===== src/hdl/todki_div.sv =====
module todki_div (
	input logic clk,
	input logic arst_n,
	input logic start,
	input logic [32:0] dividend,
	input logic [15:0] divisor,
	output logic [32:0] quotient,
	output logic busy
);

	logic [32:0] quo_q;
	logic [16:0] rem_q;
	logic [15:0] dvs_q;
	logic [5:0] cnt_q;
	logic [17:0] trial;
	logic [16:0] shifted;

	assign shifted = {rem_q[15:0], quo_q[32]};
	assign trial = {1'b0, shifted} - {2'b00, dvs_q};

	always_ff @(posedge clk or negedge arst_n) begin
		if (!arst_n) begin
			cnt_q <= '0;
		end else if (start) begin
			cnt_q <= 6'd33;
		end else if (cnt_q != '0) begin
			cnt_q <= cnt_q - 6'd1;
		end
	end

	always_ff @(posedge clk) begin
		if (start) begin
			quo_q <= dividend;
			rem_q <= '0;
			dvs_q <= divisor;
		end else if (cnt_q != '0) begin
			if (!trial[17]) begin
				rem_q <= trial[16:0];
				quo_q <= {quo_q[31:0], 1'b1};
			end else begin
				rem_q <= shifted;
				quo_q <= {quo_q[31:0], 1'b0};
			end
		end
	end

	assign quotient = quo_q;
	assign busy = (cnt_q != '0);

endmodule


===== config.mk =====
export PLATFORM = sky130hd
export DESIGN_NAME = todki_div
export DESIGN_NICKNAME = d
export VERILOG_FILES = /design/src/hdl/todki_div.sv
export SDC_FILE = /design/constraint.sdc
export NUM_CORES = 1
export LEC_CHECK = 0
export BUFFER_PORTS_ARGS = -buffer_cell sky130_fd_sc_hd__clkbuf_2
export CAP_MARGIN = 20
export CORE_ASPECT_RATIO = 2
export CORE_UTILIZATION = 35
export DETAILED_ROUTE_END_ITERATION = 10
export PLACE_DENSITY_LB_ADDON = 0.15
export SLEW_MARGIN = 20
export SYNTH_ARGS = -nofsm -noshare
export SYNTH_HDL_FRONTEND = slang
export SYNTH_SLANG_ARGS = --single-unit

===== constraint.sdc =====
create_clock -name clk -period 3.19 [get_ports clk]
set_input_delay 0.319 -clock clk [delete_from_list [all_inputs] [get_ports clk]]
set_output_delay 0.319 -clock clk [all_outputs]
set_load 0.02 [all_outputs]

==> flow_metrics.env <==
export IMPL_start_util_pct=36.1
export IMPL_required_ps=3430
export IMPL_io_buffer_count=85
export IMPL_core_sq_um=11400
export IMPL_io_pins=86
export IMPL_power_leakage_nw=2.06
export IMPL_synth_avg_cell_area_sq_um=11.2
export IMPL_synth_flop_cell="edfxtp_1"
export IMPL_yosysSeqAreaShare_pct=47.3
export IMPL_yosysWarningCount=0
export IMPL_hpwl_mm=7.76
export IMPL_status="finished, final reports clean"
export IMPL_netlist_area_sq_um=4100
export IMPL_skew_ps=7.34
export IMPL_grt_max_degree=34
export IMPL_die_x_um=78.6
export IMPL_die_h_um=155
export IMPL_drt_pass1_iter_count=4
export IMPL_yosysUniqueCellTypes=66
export IMPL_synthArstFlopShare_pct=8.45
export IMPL_rows=55
export IMPL_initialDrtViolationCount=121
export IMPL_rsz0062_at_grt="false"
export IMPL_yosysTopAreaCellShare_pct=35.9
export IMPL_finalMaxSlewViolations=0
export IMPL_worst_pin_slew_ps=987
export IMPL_hold_class="primary input to flip-flop"
export IMPL_cpLargestDelayFamily="compound AO/OA/AOI/OAI gates"
export IMPL_synth_top_area_cell="edfxtp_1"
export IMPL_drcViolationCount=0
export IMPL_critPathBufInv=2
export IMPL_wl_mm=10.4
export IMPL_cts_htree_levels=3
export IMPL_finalCriticalPeriod_ps=2690
export IMPL_cts_buffers=9
export IMPL_post_drt_via_cell_ratio=5.39
export IMPL_vias=3247
export IMPL_clk_latency_ps=330
export IMPL_final_common_cell="clkbuf_2"
export IMPL_grt_pass1_wl_mm=16.8
export IMPL_drive_above_1_share_pct=34.8
export IMPL_cts_reportedPaths_clkPinSlew_ps=60
export IMPL_antenna_found_initial=0
export IMPL_reg2reg_setup_slack_ps=500
export IMPL_crit_top_cell="inv_1"
export IMPL_final_cell_mix="84 x clkbuf_2, 49 x edfxtp_1, 33 x mux2_2"
export IMPL_max_slew_margin_pct=33.9
export IMPL_ys_top_cells_by_area="edfxtp_1 36%, mux2_2 9.1%, dfxtp_1 7.8%"
export IMPL_reg2reg_depth=10
export IMPL_p_per_area_nw_per_um2=562
export IMPL_gr_total_overflow=0
export IMPL_startpoint_type="flip-flop"
export IMPL_n_antenna_cell=0
export IMPL_cp_startpoint="quotient[32]"
export IMPL_crit_cells=10
export IMPL_hold_depth=1
export IMPL_timing_final_crit_share_pct=84.4
export IMPL_crit_path_top_delay_cell="fa_1"
export IMPL_fillerInstances=1099
export IMPL_synth_edff_count=49
export IMPL_cts_root_buffer="clkbuf_16"
export IMPL_setup_tns_ps=0
export IMPL_grtUsageTotal_pct=18.2
export IMPL_dieArea_sq_um=12200
export IMPL_cts_resized=0
export IMPL_syn_inst=367
export IMPL_maxCapViolCount=0
export IMPL_syn_nets=437
export IMPL_r2r_start="quotient[32]"
export IMPL_routedWlPerCell_um=17.2
export IMPL_cts_tree="done"
export IMPL_grt_pass1_vias=3386
export IMPL_whs_endpoint="dvs_q[10]"
export IMPL_gp_congestion=0.876
export IMPL_nNetsFinal=525
export IMPL_final_util_pct=43.9
export IMPL_hold_violations=0
export IMPL_cpPeakStageDelay_ps=460
export IMPL_r2r_end="rem_q[12]"
export IMPL_cts_path_max_buffers=2
export IMPL_crit_path_cell_trace="inv_1 > ha_1 > inv_1 > fa_1 > a211oi_4 > nor4_2 > o41ai_4 > a21o_1 > nand4_1 > a311oi_1"
export IMPL_ir_worst_vdd_uv=319
export IMPL_final_setup_viol_count=0
export IMPL_clock_fmax_ghz=0.371
export IMPL_drtAntennaViolNets=0
export IMPL_cp_max_fo=4
export IMPL_arrival_ps=2930
export IMPL_clkSinkCount=71
export IMPL_ys_ff_latch=71
export IMPL_areaGrowthSynthToFinish_pct=21.5
export IMPL_path_class="flip-flop to flip-flop"
export IMPL_hp_start="divisor[10]"
export IMPL_endpoint_kind="flip-flop"
-- routing by layer --
layer	vias to the layer above	part of all wire (%)	GRT usage [%]
met1	1524	36	18.3
met5	-	0	0
met2	112	55	33.1
met4	0	4.3	11.2
li1	1581	-	-
met3	30	5.3	4.11
-- Yosys cell counts, types with 3 or more instances --
| cell | count |
|---|---|
| o211ai_1 | 14 |
| clkbuf_1 | 7 |
| dfxtp_1 | 16 |
| nor2_1 | 19 |
| nand3b_1 | 9 |
| o21ai_2 | 3 |
| nand2b_1 | 11 |
| nor2b_1 | 5 |
| edfxtp_1 | 49 |
| o21ai_1 | 3 |
| or3_1 | 3 |
| a31oi_1 | 3 |
| a211o_1 | 7 |
| a21oi_1 | 12 |
| inv_1 | 26 |
| o2111ai_1 | 3 |
| dfrtp_1 | 6 |
| buf_2 | 4 |
| nor4_1 | 3 |
| buf_1 | 3 |
| o21ai_0 | 3 |
| nand4_1 | 11 |
| nand2_1 | 15 |
| mux2_2 | 33 |
| ha_1 | 17 |
| nand3_1 | 14 |
| and2_1 | 3 |
| nor3_1 | 8 |
| xnor2_1 | 6 |
| a311oi_1 | 5 |
| a21o_1 | 3 |
-- per-stage QoR --
stage | hold WS (ps) | total power (W) | instance area (sq um) | worst slack [ps] | cells
CTS | 144 | 0.00284 | 4990 | 561 | 602
global route | 145 | 0.00294 | 4990 | 403 | 602
floorplan | 23.4 | 0.00162 | 4100 | 689 | 367
global placement | 155 | 0.00181 | 4680 | 657 | 585
detailed placement | 158 | 0.00182 | 4680 | 564 | 585
finish | 158 | 0.00280 | 4990 | 497 | 602
-- timing repair --
item,in CTS,in global routing
hold endpoints to repair,6,0
buffers inserted,0,0
hold buffers,1,0
setup endpoints to repair,0,0
-- sequential cells by signal, summed over array words and instances, names as in the netlist --
name / cells
dvs_q: 16
quotient: 33
cnt_q: 6
rem_q: 16
-- power by group --
group	internal [W]	total [W]	switching [W]
combinational	0.000254	0.000641	0.000387
clock	0.000606	0.00100	0.000398
sequential	0.00110	0.00116	0.0000582
-- kinds of logic (layout without fill, tap and decap cells) --
group                      after synthesis  count (layout)  share of synthesized area, %
AOI/OAI and AO/OA                       78              78                          15.7
xor gates and xnor gates                 7               7                          1.49
adders and majority gates               18              18                          5.67
buffers and inverters                   45             138                          4.79
DFF                                     71              71                          47.3
muxes                                   35              35                          9.55
and+or+nand+nor                        113             113                          15.5
-- how the worst max path moves through the flow --
stage | endpoint
floorplan | rem_q[12]
CTS | rem_q[12]
global placement | rem_q[12]
finish | rem_q[12]
detailed placement | rem_q[12]
global route | rem_q[14]
-- final cells by class --
class                      count  area, sq um  share of cell area, %
clock buffer                   9          225                   4.52
clock inverter                 7         72.6                   1.46
inverter                      27          101                   2.03
multi-input combinational    251         1960                   39.4
sequential                    71         1940                   38.9
tap                          142          178                   3.56
timing repair buffer          95          503                   10.1
Power figures use the tool's default switching activity.
